`src/hw/rtl/dtq_pkg.sv`:
```
// ----------------------------------------------------------------------------
// dtq_pkg
// Shared types and constants of the delta-list timer queue: command and
// status codes, controller states and the command and status groups that
// join the controller and the datapath.
// ----------------------------------------------------------------------------
`default_nettype none

package dtq_pkg;

  localparam int DefDepth      = 16;
  localparam int DefDelayWidth = 16;
  localparam int MaxResults    = 16;
  localparam int NumW          = $clog2(MaxResults + 1);

  localparam int CmdW    = 2;
  localparam int TaskW   = 8;
  localparam int SemW    = 6;
  localparam int DelayW  = 16;
  localparam int StatusW = 3;

  typedef enum logic [CmdW-1:0] {
    CmdInsert = 2'd0,
    CmdTake   = 2'd1,
    CmdTick   = 2'd2,
    CmdNone   = 2'd3
  } dtq_cmd_e;

  typedef enum logic [StatusW-1:0] {
    StInserted = 3'd0,
    StFull     = 3'd1,
    StEmpty    = 3'd2,
    StExpired  = 3'd3,
    StTaken    = 3'd4
  } dtq_status_e;

  typedef enum logic [2:0] {
    OpNone,
    OpFull,
    OpEmpty,
    OpTake,
    OpStep,
    OpInsert,
    OpDec,
    OpExpire
  } dtq_op_e;

  typedef enum logic [1:0] {
    FsmIdle,
    FsmWalk,
    FsmTick,
    FsmEmit
  } dtq_state_e;

  typedef struct packed {
    logic    load;
    dtq_op_e op;
  } dtq_ctrl_t;

  typedef struct packed {
    logic empty;
    logic full;
    logic walk_done;
    logic expire_ok;
    logic out_last;
  } dtq_stat_t;

endpackage

`default_nettype wire

```
`src/hw/rtl/dtq_ctrl.sv`:
```
// ----------------------------------------------------------------------------
// dtq_ctrl
// Controller of the timer queue. It accepts one request at a time, steers
// the insert walk and the expiry loop, and holds each result until taken.
// ----------------------------------------------------------------------------
`default_nettype none

module dtq_ctrl (
  input  wire logic                         clk_i,
  input  wire logic                         rst_ni,
  input  wire logic                         in_valid_i,
  output logic                              in_ready_o,
  input  wire logic [dtq_pkg::CmdW-1:0]     cmd_i,
  output logic                              out_valid_o,
  input  wire logic                         out_ready_i,
  input  wire dtq_pkg::dtq_stat_t           stat_i,
  output dtq_pkg::dtq_ctrl_t                ctrl_o
);

  dtq_pkg::dtq_state_e state_q, state_d;

  always_ff @(posedge clk_i or negedge rst_ni) begin
    if (!rst_ni) begin
      state_q <= dtq_pkg::FsmIdle;
    end else begin
      state_q <= state_d;
    end
  end

  always_comb begin
    state_d      = state_q;
    ctrl_o.load  = 1'b0;
    ctrl_o.op    = dtq_pkg::OpNone;
    in_ready_o   = 1'b0;
    out_valid_o  = 1'b0;
    unique case (state_q)
      dtq_pkg::FsmIdle: begin
        in_ready_o = 1'b1;
        if (in_valid_i) begin
          ctrl_o.load = 1'b1;
          unique case (dtq_pkg::dtq_cmd_e'(cmd_i))
            dtq_pkg::CmdInsert: begin
              if (stat_i.full) begin
                ctrl_o.op = dtq_pkg::OpFull;
                state_d   = dtq_pkg::FsmEmit;
              end else begin
                state_d = dtq_pkg::FsmWalk;
              end
            end
            dtq_pkg::CmdTake: begin
              ctrl_o.op = stat_i.empty ? dtq_pkg::OpEmpty : dtq_pkg::OpTake;
              state_d   = dtq_pkg::FsmEmit;
            end
            dtq_pkg::CmdTick: begin
              if (!stat_i.empty) begin
                ctrl_o.op = dtq_pkg::OpDec;
                state_d   = dtq_pkg::FsmTick;
              end
            end
            default: begin
              state_d = dtq_pkg::FsmIdle;
            end
          endcase
        end
      end
      dtq_pkg::FsmWalk: begin
        if (stat_i.walk_done) begin
          ctrl_o.op = dtq_pkg::OpInsert;
          state_d   = dtq_pkg::FsmEmit;
        end else begin
          ctrl_o.op = dtq_pkg::OpStep;
        end
      end
      dtq_pkg::FsmTick: begin
        if (stat_i.expire_ok) begin
          ctrl_o.op = dtq_pkg::OpExpire;
          state_d   = dtq_pkg::FsmEmit;
        end else begin
          state_d = dtq_pkg::FsmIdle;
        end
      end
      dtq_pkg::FsmEmit: begin
        out_valid_o = 1'b1;
        if (out_ready_i) begin
          state_d = stat_i.out_last ? dtq_pkg::FsmIdle : dtq_pkg::FsmTick;
        end
      end
      default: begin
        state_d = dtq_pkg::FsmIdle;
      end
    endcase
  end

endmodule

`default_nettype wire

```
`src/hw/rtl/dtq_datapath.sv`:
```
// ----------------------------------------------------------------------------
// dtq_datapath
// Entry store of the delta list, the insert walk registers, the expiry
// counter and the result register.
// ----------------------------------------------------------------------------
`default_nettype none

module dtq_datapath #(
  parameter int DEPTH       = dtq_pkg::DefDepth,
  parameter int DELAY_WIDTH = dtq_pkg::DefDelayWidth
) (
  input  wire logic                            clk_i,
  input  wire logic                            rst_ni,
  input  wire logic [dtq_pkg::TaskW-1:0]       task_id_i,
  input  wire logic [dtq_pkg::SemW-1:0]        sem_id_i,
  input  wire logic [dtq_pkg::DelayW-1:0]      delay_i,
  input  wire dtq_pkg::dtq_ctrl_t              ctrl_i,
  output dtq_pkg::dtq_stat_t                   stat_o,
  output logic [dtq_pkg::StatusW-1:0]          status_o,
  output logic [dtq_pkg::TaskW-1:0]            task_id_out_o,
  output logic [dtq_pkg::SemW-1:0]             sem_id_out_o,
  output logic                                 last_o
);

  localparam int IdxW = $clog2(DEPTH);
  localparam int CntW = $clog2(DEPTH + 1);
  localparam int DW   = DELAY_WIDTH;

  logic [dtq_pkg::TaskW-1:0] task_q  [DEPTH];
  logic [dtq_pkg::SemW-1:0]  sem_q   [DEPTH];
  logic [DW-1:0]             delta_q [DEPTH];

  logic [CntW-1:0]            count_q, count_d;
  logic [CntW-1:0]            idx_q;
  logic [DW-1:0]              rem_q;
  logic [dtq_pkg::NumW-1:0]   num_q;
  logic [dtq_pkg::TaskW-1:0]  task_in_q;
  logic [dtq_pkg::SemW-1:0]   sem_in_q;

  logic [DW+dtq_pkg::DelayW-1:0] delay_ext;
  logic [DW-1:0]                 rem_init;
  logic [DW-1:0]                 delta_at_idx;
  logic [DW:0]                   take_sum;
  logic [DW-1:0]                 take_sat;
  logic                          next_expires;

  assign delay_ext    = {{DW{1'b0}}, delay_i};
  assign rem_init     = (delay_ext[DW-1:0] == '0) ? DW'(1) : delay_ext[DW-1:0];
  assign delta_at_idx = delta_q[idx_q[IdxW-1:0]];
  assign take_sum     = {1'b0, delta_q[1]} + {1'b0, delta_q[0]};
  assign take_sat     = take_sum[DW] ? {DW{1'b1}} : take_sum[DW-1:0];
  assign next_expires = (count_q > CntW'(1)) && (delta_q[1] == '0) &&
                        ((num_q + dtq_pkg::NumW'(1)) < dtq_pkg::NumW'(dtq_pkg::MaxResults));

  assign stat_o.empty     = (count_q == '0);
  assign stat_o.full      = (count_q >= CntW'(DEPTH));
  assign stat_o.walk_done = !((idx_q < count_q) && (delta_at_idx <= rem_q));
  assign stat_o.expire_ok = (count_q != '0) && (delta_q[0] == '0) &&
                            (num_q < dtq_pkg::NumW'(dtq_pkg::MaxResults));
  assign stat_o.out_last  = last_o;

  always_comb begin
    count_d = count_q;
    unique case (ctrl_i.op)
      dtq_pkg::OpInsert:                   count_d = count_q + CntW'(1);
      dtq_pkg::OpTake, dtq_pkg::OpExpire:  count_d = count_q - CntW'(1);
      default:                             count_d = count_q;
    endcase
  end

  always_ff @(posedge clk_i or negedge rst_ni) begin
    if (!rst_ni) begin
      count_q <= '0;
    end else begin
      count_q <= count_d;
    end
  end

  always_ff @(posedge clk_i) begin
    if (ctrl_i.load) begin
      task_in_q <= task_id_i;
      sem_in_q  <= sem_id_i;
      rem_q     <= rem_init;
      idx_q     <= '0;
      num_q     <= '0;
    end else if (ctrl_i.op == dtq_pkg::OpStep) begin
      rem_q <= rem_q - delta_at_idx;
      idx_q <= idx_q + CntW'(1);
    end else if (ctrl_i.op == dtq_pkg::OpExpire) begin
      num_q <= num_q + dtq_pkg::NumW'(1);
    end
  end

  always_ff @(posedge clk_i) begin
    unique case (ctrl_i.op)
      dtq_pkg::OpTake, dtq_pkg::OpExpire: begin
        for (int i = 0; i < DEPTH - 1; i++) begin
          task_q[i]  <= task_q[i+1];
          sem_q[i]   <= sem_q[i+1];
          delta_q[i] <= delta_q[i+1];
        end
        if (ctrl_i.op == dtq_pkg::OpTake) begin
          delta_q[0] <= take_sat;
        end
      end
      dtq_pkg::OpInsert: begin
        for (int i = 1; i < DEPTH; i++) begin
          if ((CntW'(i) > idx_q) && (CntW'(i) <= count_q)) begin
            task_q[i]  <= task_q[i-1];
            sem_q[i]   <= sem_q[i-1];
            delta_q[i] <= (CntW'(i) == idx_q + CntW'(1)) ? delta_q[i-1] - rem_q
                                                          : delta_q[i-1];
          end
        end
        task_q[idx_q[IdxW-1:0]]  <= task_in_q;
        sem_q[idx_q[IdxW-1:0]]   <= sem_in_q;
        delta_q[idx_q[IdxW-1:0]] <= rem_q;
      end
      dtq_pkg::OpDec: begin
        if (delta_q[0] != '0) begin
          delta_q[0] <= delta_q[0] - DW'(1);
        end
      end
      default: begin
      end
    endcase
  end

  always_ff @(posedge clk_i) begin
    unique case (ctrl_i.op)
      dtq_pkg::OpFull: begin
        status_o      <= dtq_pkg::StFull;
        task_id_out_o <= '0;
        sem_id_out_o  <= '0;
        last_o        <= 1'b1;
      end
      dtq_pkg::OpEmpty: begin
        status_o      <= dtq_pkg::StEmpty;
        task_id_out_o <= '0;
        sem_id_out_o  <= '0;
        last_o        <= 1'b1;
      end
      dtq_pkg::OpInsert: begin
        status_o      <= dtq_pkg::StInserted;
        task_id_out_o <= '0;
        sem_id_out_o  <= '0;
        last_o        <= 1'b1;
      end
      dtq_pkg::OpTake: begin
        status_o      <= dtq_pkg::StTaken;
        task_id_out_o <= task_q[0];
        sem_id_out_o  <= sem_q[0];
        last_o        <= 1'b1;
      end
      dtq_pkg::OpExpire: begin
        status_o      <= dtq_pkg::StExpired;
        task_id_out_o <= task_q[0];
        sem_id_out_o  <= sem_q[0];
        last_o        <= !next_expires;
      end
      default: begin
      end
    endcase
  end

endmodule

`default_nettype wire

```
`src/hw/rtl/delta_timer_queue_unit.sv`:
```
// ----------------------------------------------------------------------------
// delta_timer_queue_unit
// Take and full or empty answers are registered as the request is accepted.
// An insert walks past the entries whose deltas fit in its remaining delay
// (up to DEPTH - 1), then stores itself. A tick on a non-empty queue lowers the
// head delta, then emits expired head entries, each after the last is taken.
// A tick that expires nothing gives no result. One request at a time.
// Reset clears the entry count and the controller; entry contents stay as is.
// ----------------------------------------------------------------------------
`default_nettype none

module delta_timer_queue_unit #(
  parameter int DEPTH       = dtq_pkg::DefDepth,
  parameter int DELAY_WIDTH = dtq_pkg::DefDelayWidth
) (
  input  wire logic                          clk_i,
  input  wire logic                          rst_ni,
  input  wire logic                          in_valid_i,
  output logic                               in_ready_o,
  input  wire logic [dtq_pkg::CmdW-1:0]      cmd_i,
  input  wire logic [dtq_pkg::TaskW-1:0]     task_id_i,
  input  wire logic [dtq_pkg::SemW-1:0]      sem_id_i,
  input  wire logic [dtq_pkg::DelayW-1:0]    delay_i,
  output logic                               out_valid_o,
  input  wire logic                          out_ready_i,
  output logic [dtq_pkg::StatusW-1:0]        status_o,
  output logic [dtq_pkg::TaskW-1:0]          task_id_out_o,
  output logic [dtq_pkg::SemW-1:0]           sem_id_out_o,
  output logic                               last_o
);

  dtq_pkg::dtq_ctrl_t ctrl;
  dtq_pkg::dtq_stat_t stat;

  dtq_ctrl u_ctrl (
    .clk_i       (clk_i),
    .rst_ni      (rst_ni),
    .in_valid_i  (in_valid_i),
    .in_ready_o  (in_ready_o),
    .cmd_i       (cmd_i),
    .out_valid_o (out_valid_o),
    .out_ready_i (out_ready_i),
    .stat_i      (stat),
    .ctrl_o      (ctrl)
  );

  dtq_datapath #(
    .DEPTH       (DEPTH),
    .DELAY_WIDTH (DELAY_WIDTH)
  ) u_datapath (
    .clk_i         (clk_i),
    .rst_ni        (rst_ni),
    .task_id_i     (task_id_i),
    .sem_id_i      (sem_id_i),
    .delay_i       (delay_i),
    .ctrl_i        (ctrl),
    .stat_o        (stat),
    .status_o      (status_o),
    .task_id_out_o (task_id_out_o),
    .sem_id_out_o  (sem_id_out_o),
    .last_o        (last_o)
  );

endmodule

`default_nettype wire
```
`config.mk`:
```
export PLATFORM = sky130hd
export DESIGN_NAME = delta_timer_queue_unit
export DESIGN_NICKNAME = d
export VERILOG_FILES = /design/src/hw/rtl/dtq_pkg.sv /design/src/hw/rtl/dtq_ctrl.sv /design/src/hw/rtl/dtq_datapath.sv /design/src/hw/rtl/delta_timer_queue_unit.sv
export SDC_FILE = /design/constraint.sdc
export NUM_CORES = 2
export LEC_CHECK = 0
export ABC_CLOCK_PERIOD_IN_PS = 15650
export BUFFER_PORTS_ARGS = -buffer_cell sky130_fd_sc_hd__buf_2
export CORE_MARGIN = 1.5
export CORE_UTILIZATION = 60
export CTS_CLUSTER_DIAMETER = 60
export DETAILED_ROUTE_END_ITERATION = 8
export PLACE_DENSITY = 0.76
export SYNTH_ARGS = -nofsm -noshare
export SYNTH_HDL_FRONTEND = slang
export SYNTH_SLANG_ARGS = --single-unit
```
`constraint.sdc`:
```
create_clock -name clk_i -period 15.65 [get_ports clk_i]
set_input_delay 0 -clock clk_i [delete_from_list [all_inputs] [get_ports clk_i]]
set_output_delay 0 -clock clk_i [all_outputs]
set_load 0.03 [all_outputs]
```
Word-level counts from Yosys, hierarchy flattened:

Memory sizes are Yosys's and may differ from the RTL's. A register that Yosys moved wholly into a read port is not among the register bits.
Index checks and enable logic that the tools add are counted.

* $add $sub $neg: 22
* magnitude comparators: 36
* eq/ne operators: 31
* muxes and demuxes: 154
* bitwise operators: 45
* reduce and logical (&&, ||, !) cells: 42

Operators by type and width (number)
* 16-bit 2-to-1 mux: 36
* 16-bit subtractor: 16
* 8-bit 2-to-1 mux: 15
* 6-bit 2-to-1 mux: 15
* 1-bit 2-to-1 mux: 64
* 16-bit logical NOT: 3
* 1-bit bitwise OR: 44
* 4-bit by 5-bit equality test with 1-bit output, first input constant: 8
* 4-bit by 5-bit greater-than comparator with 1-bit output, first input constant: 8
* 4-bit by 5-bit <= comparator with 1-bit output, first input constant: 8
* 4-bit 2-to-1 mux: 6
* 3-bit by 5-bit equality test with 1-bit output, first input constant: 4
* 3-bit by 5-bit greater-than comparator with 1-bit output, first input constant: 4
* 3-bit by 5-bit <= comparator with 1-bit output, first input constant: 4
* 1-bit logical AND: 20
* 3-bit one-hot mux with 3 select lines: 2
* 16-bit by 16-bit adder with 17-bit output: 1
* 16-bit <= comparator: 1
* 8-bit one-hot mux with 2 select lines: 1
* 16-bit nonzero test: 1
* 16-bit OR reduction: 1
* 16-bit by 1-bit subtractor with 16-bit output, second input constant: 1
* 5-bit by 1-bit adder with 5-bit output, second input constant: 3
* 3-bit one-hot mux with 5 select lines: 1
* 38 further kinds: 63

* flip-flop bits (word level): 65
* memory bits (writable): 480
* input bits: 36
* output and inout port bits: 20
* word-level logic and storage cells: 344
* memories kept: 3

Memory list
* u_datapath.delta_q: words 16, width 16, rd ports 17, clocked after memory_dff 1, wr ports 16, line dtq_datapath.sv:31 `logic [DW-1:0] delta_q [DEPTH];`
* u_datapath.task_q: words 16, width 8, rd ports 16, clocked after memory_dff 0, wr ports 16, line dtq_datapath.sv:29 `logic [dtq_pkg::TaskW-1:0] task_q [DEPTH];`
* u_datapath.sem_q: words 16, width 6, rd ports 16, clocked after memory_dff 0, wr ports 16, line dtq_datapath.sv:30 `logic [dtq_pkg::SemW-1:0] sem_q [DEPTH];`

Logic depth before layout (Yosys ltp):

An unclocked memory read counts as a cell.

* word-level depth: 13
* mapped depth: 18
* mapped depth without buffers: 13

Modules after synthesis:

From an unflattened synthesis, not the netlist that was laid out.

* cells, all modules: 4814
* area, all modules: 42903.6 sq um

Modules (own cells, without submodules)
* dtq_datapath: times used 1, cells each 4778, area each 42550.8 sq um, seq. area each 16260.6 sq um
* dtq_ctrl: times used 1, cells each 36, area each 352.8 sq um, seq. area each 50.0 sq um

Least setup slack after synthesis:

Ideal clock, no wire load.

* path type: register -> register
* start point: register with a tool-made name
* end point: memory u_datapath.delta_q[11][0] (netlist name) (enable)
* library setup time: 0.523 ns
* arrival: 7.726 ns
* path slack: 7.402 ns
* cell stages (with the launch flop): 16
* path buffers: 4
* clock period less this slack: 8.248 ns
* path through: dfxtp_1 clkbuf_1 buf_1 mux4_2 mux4_2 inv_1 ha_1 a21o_1 a21o_1 a21o_1 o41ai_2 o21a_4 buf_6 buf_6 nand2_1 o311ai_0

RTL lines (line)
* end, declared: dtq_datapath.sv:31

==> results list <==
- For the pin with the worst max-slew slack, the measured transition is 1.31 ns.
* Cell types with the largest area share after synthesis: sky130_fd_sc_hd__edfxtp_1, sky130_fd_sc_hd__ha_1, sky130_fd_sc_hd__nand2_1, sky130_fd_sc_hd__o21ai_0, sky130_fd_sc_hd__mux2i_1
* Gate count after technology mapping: 4665
* Hold Path Class: in2reg
- Drc violations: 0
* Slew margin rel.: 12.8%
- Unrepaired setup endpoints after global routing: false
- The die covers 0.0742 mm².
- Flip-flop and latch count after synthesis: 549
* Sequential share of the synthesized area: 37.5%
- In this run the worst path has a maximum fanout of 71.
- In the synthesized netlist the dominant register cell turns out to be sky130_fd_sc_hd__edfxtp_1.
- TritonCTS clock tree: yes
- In this run the clock root is driven by a sky130_fd_sc_hd__clkbuf_16.
* Required @ worst endpoint: 15.99 ns
* Count of final setup violators: 0
- Worst endpoint data arrival time: 7.85 ns
- Dividing the detail-routed wire length by the instance count gives around 24 µm.
* Weighted congestion reported at the end of routability-driven placement: about 1.0
- Clock-pin slew was measured on the worst setup and hold paths at ~0.060 ns.
* Htree depth: 3
- Gr ovfl total: 0
- The biggest area contributor in the post-synthesis netlist is sky130_fd_sc_hd__edfxtp_1.
* Count of synthesis-stage warnings from yosys: 0
* Num rows: 98
* Worst slack after detailed placement: ~8.3 ns
* Average footprint of a synthesized cell: a little over 9 µm²
* Syn Std Cell Area: 0.0435 mm²
- Summing all multi-input logic gate instances after layout gives 0.0255 mm².
- Max Freq: 133 MHz
- Share of flip-flops with an asynchronous set or reset after synthesis: 1.28%
- Final WS setup: 8.14 ns
* Maximum number of pins on one net before global-route repair: 72
- The first global-routing pass estimated about 210000 µm of wire.
- In this run, the number of DRC markers left after iteration 0 of detailed routing was 4750.
- Core region area: 0.0716 mm²
* Clock latency reported for the late side of the worst-skew pair: 0.63 ns
* Number of failing hold endpoints at the final stage: 0
* Number of buffers added by the clock tree synthesis step: 66
- The worst path uses 48.0% of the clock period.
* Crit path time final: 7.51 ns
- Counting flops with a built-in enable in the synthesized netlist gives 528.
* Vias: between 30k and 40k
- Maximum buffer depth of the clock tree: 3
- Global routing usage summed across all routing layers: a little over a third
- Sinks on Clock Net: roughly 550
- Summing all non-filler instances in the final layout gives an area of 0.0470 mm².
- Cells fill between 60 and 70% of the core in the end.
* WS Path Type: reg2reg
- Number of max-cap violations: 0
* Number of search-and-repair iterations in the first detailed-routing pass: 6
- Post-Route Skew: approximately 0.02 ns
* Number of pins exceeding their max-slew limit in the final report: 0
* Ports placed on the boundary: 56
* Share of layout cells above drive strength 1: 8.50%
* Width of the die: 272 µm
- Critical path startpoint category: register
- In this run the cell area measured after placement is 0.0444 mm².
- Quantity of gates resized following cts: 0
- Outcome: complete, no violations
- In this run the remaining antenna-violating nets after routing total 0.
- Counting every net in the synthesized netlist gives between 4k and 5k.
- Detailed placement finished with a half-perimeter wire length of 98300 µm.
- STA classifies the critical path endpoint as a register.
- By instance count, the leading cell after synthesis is sky130_fd_sc_hd__nand2_1.
- Setup slack on the worst reg-to-reg path comes out at 8.14 ns.
- Top cells by instance count after synthesis: sky130_fd_sc_hd__nand2_1, sky130_fd_sc_hd__edfxtp_1, sky130_fd_sc_hd__o21ai_0
* Effective utilization at floorplan: 60.8%
- The filler cells instantiated in the layout total 5751.
- Relative to the synthesized area, the layout overhead comes to 7.90%.
- The final layout contains 4940 nets.
- Vertical extent of the die: 272 µm
* Mean number of vias per cell: 6.79
* Vias in the first global route: approximately 36k
- In this run, distinct cell masters in the synthesized netlist total 93.
- Final routed wirelength across all metal layers: 134000 µm
* Area share of the largest cell type after synthesis: 36.4%
- Number of buffer cells added on primary ports: 55
- After routing, the total negative slack on setup checks comes to 0 ns.
- In the final layout, flip-flops and latches occupy between 0.015 and 0.02 mm².
- The initial antenna violation count is 5.
[registers in the layout (all words and copies together), names as in the netlist, named ones only]
signal / cells
u_datapath.sem_in_q: 6
u_datapath.delta_q: 256
u_datapath.sem_id_out_o: 6
u_datapath.status_o: 3
u_datapath.count_q: 5
u_datapath.task_id_out_o: 8
u_datapath.rem_q: 16
u_datapath.last_o: 1
u_datapath.idx_q: 5
u_datapath.sem_q: 96
u_datapath.task_in_q: 8
u_ctrl.state_q: 2
u_datapath.task_q: 128
u_datapath.num_q: 5
[cells in the final DEF (no fill, tap or decap), types with 13 or more instances in the layout]
cell type	count
sky130_fd_sc_hd__a211oi_1	58
sky130_fd_sc_hd__nor2b_1	46
sky130_fd_sc_hd__buf_4	93
sky130_fd_sc_hd__mux4_2	80
sky130_fd_sc_hd__mux2i_1	234
sky130_fd_sc_hd__nor3_1	112
sky130_fd_sc_hd__nor2_1	289
sky130_fd_sc_hd__or3_1	46
sky130_fd_sc_hd__buf_2	55
sky130_fd_sc_hd__a21oi_1	238
sky130_fd_sc_hd__nand2_1	677
sky130_fd_sc_hd__o311ai_0	18
sky130_fd_sc_hd__o21ai_1	45
sky130_fd_sc_hd__a21o_1	55
sky130_fd_sc_hd__clkbuf_16	67
sky130_fd_sc_hd__or2_2	14
sky130_fd_sc_hd__fa_1	17
sky130_fd_sc_hd__ha_1	277
sky130_fd_sc_hd__o22ai_1	43
sky130_fd_sc_hd__xnor2_1	115
sky130_fd_sc_hd__clkinv_1	25
sky130_fd_sc_hd__nand4_1	19
sky130_fd_sc_hd__inv_1	103
sky130_fd_sc_hd__a31oi_1	50
sky130_fd_sc_hd__o31ai_1	24
sky130_fd_sc_hd__dlygate4sd3_1	35
sky130_fd_sc_hd__o21a_1	44
sky130_fd_sc_hd__o21ai_0	478
sky130_fd_sc_hd__o31a_1	13
sky130_fd_sc_hd__xor2_1	101
sky130_fd_sc_hd__o211ai_1	182
sky130_fd_sc_hd__nor4_1	20
sky130_fd_sc_hd__and2_1	25
sky130_fd_sc_hd__edfxtp_1	528
sky130_fd_sc_hd__nand3_1	72
sky130_fd_sc_hd__a41oi_1	15
sky130_fd_sc_hd__a22oi_1	16
sky130_fd_sc_hd__and3_1	47
sky130_fd_sc_hd__nand2b_1	56
[cell type report]
type	count	area share, %
sequential	549	34.7
tap	950	2.53
multi-input combinational	3699	54.2
clock inverter	43	1.10
clock buffer	74	3.69
antenna	2	0.0107
timing repair buffer	183	2.82
inverter	111	0.887
[stage by stage]
step           hold WS [ns]  std cells
2_1_floorplan        -0.296       4665
4_1_cts              0.0239       5609
5_1_grt              0.0871       5609
3_3_place_gp         -0.155       5457
6_report             0.0395       5611
3_5_place_dp         -0.153       5457
[path summary, 6_finish.rpt]
kind / from / end / cells after the start
worst min register to register: u_datapath.num_q[1] / u_datapath.num_q[1] / 2
worst max register to register: register / u_datapath.delta_q[12][4] / 16
min in group asynchronous: rst_ni / u_datapath.count_q[0] / 3
worst min-delay path: cmd_i[1] / u_ctrl.state_q[1] / 6
worst max-delay path: register / u_datapath.delta_q[12][4] / 16
max in group asynchronous: rst_ni / u_ctrl.state_q[1] / 3
[cell families after synthesis]
family	share of synthesized area (%)
muxes	9.62
xor gates and xnor gates	4.35
DFF	37.5
AOI/OAI and AO/OA	20.1
buffers and inverters	4.26
and+or+nand+nor	15.4
adders and majority gates	8.75
[worst max-delay path, stage by stage, from the launching register on]
cell and delay (ns):
sky130_fd_sc_hd__dfxtp_4 0.81, sky130_fd_sc_hd__buf_4 0.68, sky130_fd_sc_hd__mux4_2 0.61, sky130_fd_sc_hd__mux4_2 0.48
sky130_fd_sc_hd__ha_1 0.24, sky130_fd_sc_hd__fa_1 0.45, sky130_fd_sc_hd__nor2b_1 0.14, sky130_fd_sc_hd__o21ai_1 0.10
sky130_fd_sc_hd__a311oi_1 0.43, sky130_fd_sc_hd__o41ai_2 0.24, sky130_fd_sc_hd__or2_4 0.32, sky130_fd_sc_hd__a21oi_4 0.66
sky130_fd_sc_hd__buf_4 0.71, sky130_fd_sc_hd__buf_4 0.65, sky130_fd_sc_hd__o311ai_0 0.26, sky130_fd_sc_hd__o211ai_1 0.14
sky130_fd_sc_hd__o21ai_0 0.13
[repair_timing]
| item | in CTS | in global routing |
|---|---|---|
| buffers inserted | 0 | 0 |
| hold buffers | 35 | 0 |
| endpoints found under the setup margin | 0 | 0 |
| hold endpoints to repair | 39 | 0 |
[routing by layer]
layer | wire (µm) | vias to the layer above | part of all wire, % | GRT usage [%]
li1 | - | 17400 | - | -
met2 | 58300 | 2127 | 44 | 54.7
met3 | 14300 | 325 | 11 | 5.52
met4 | 6900 | 4 | 5.2 | 18.0
met5 | 23 | - | 0.017 | 0
met1 | 54100 | 18200 | 40 | 49.4
Power is left out: the tool's default activity adds up to more than one toggle a clock period on the data nets, which glitch-free logic cannot reach.
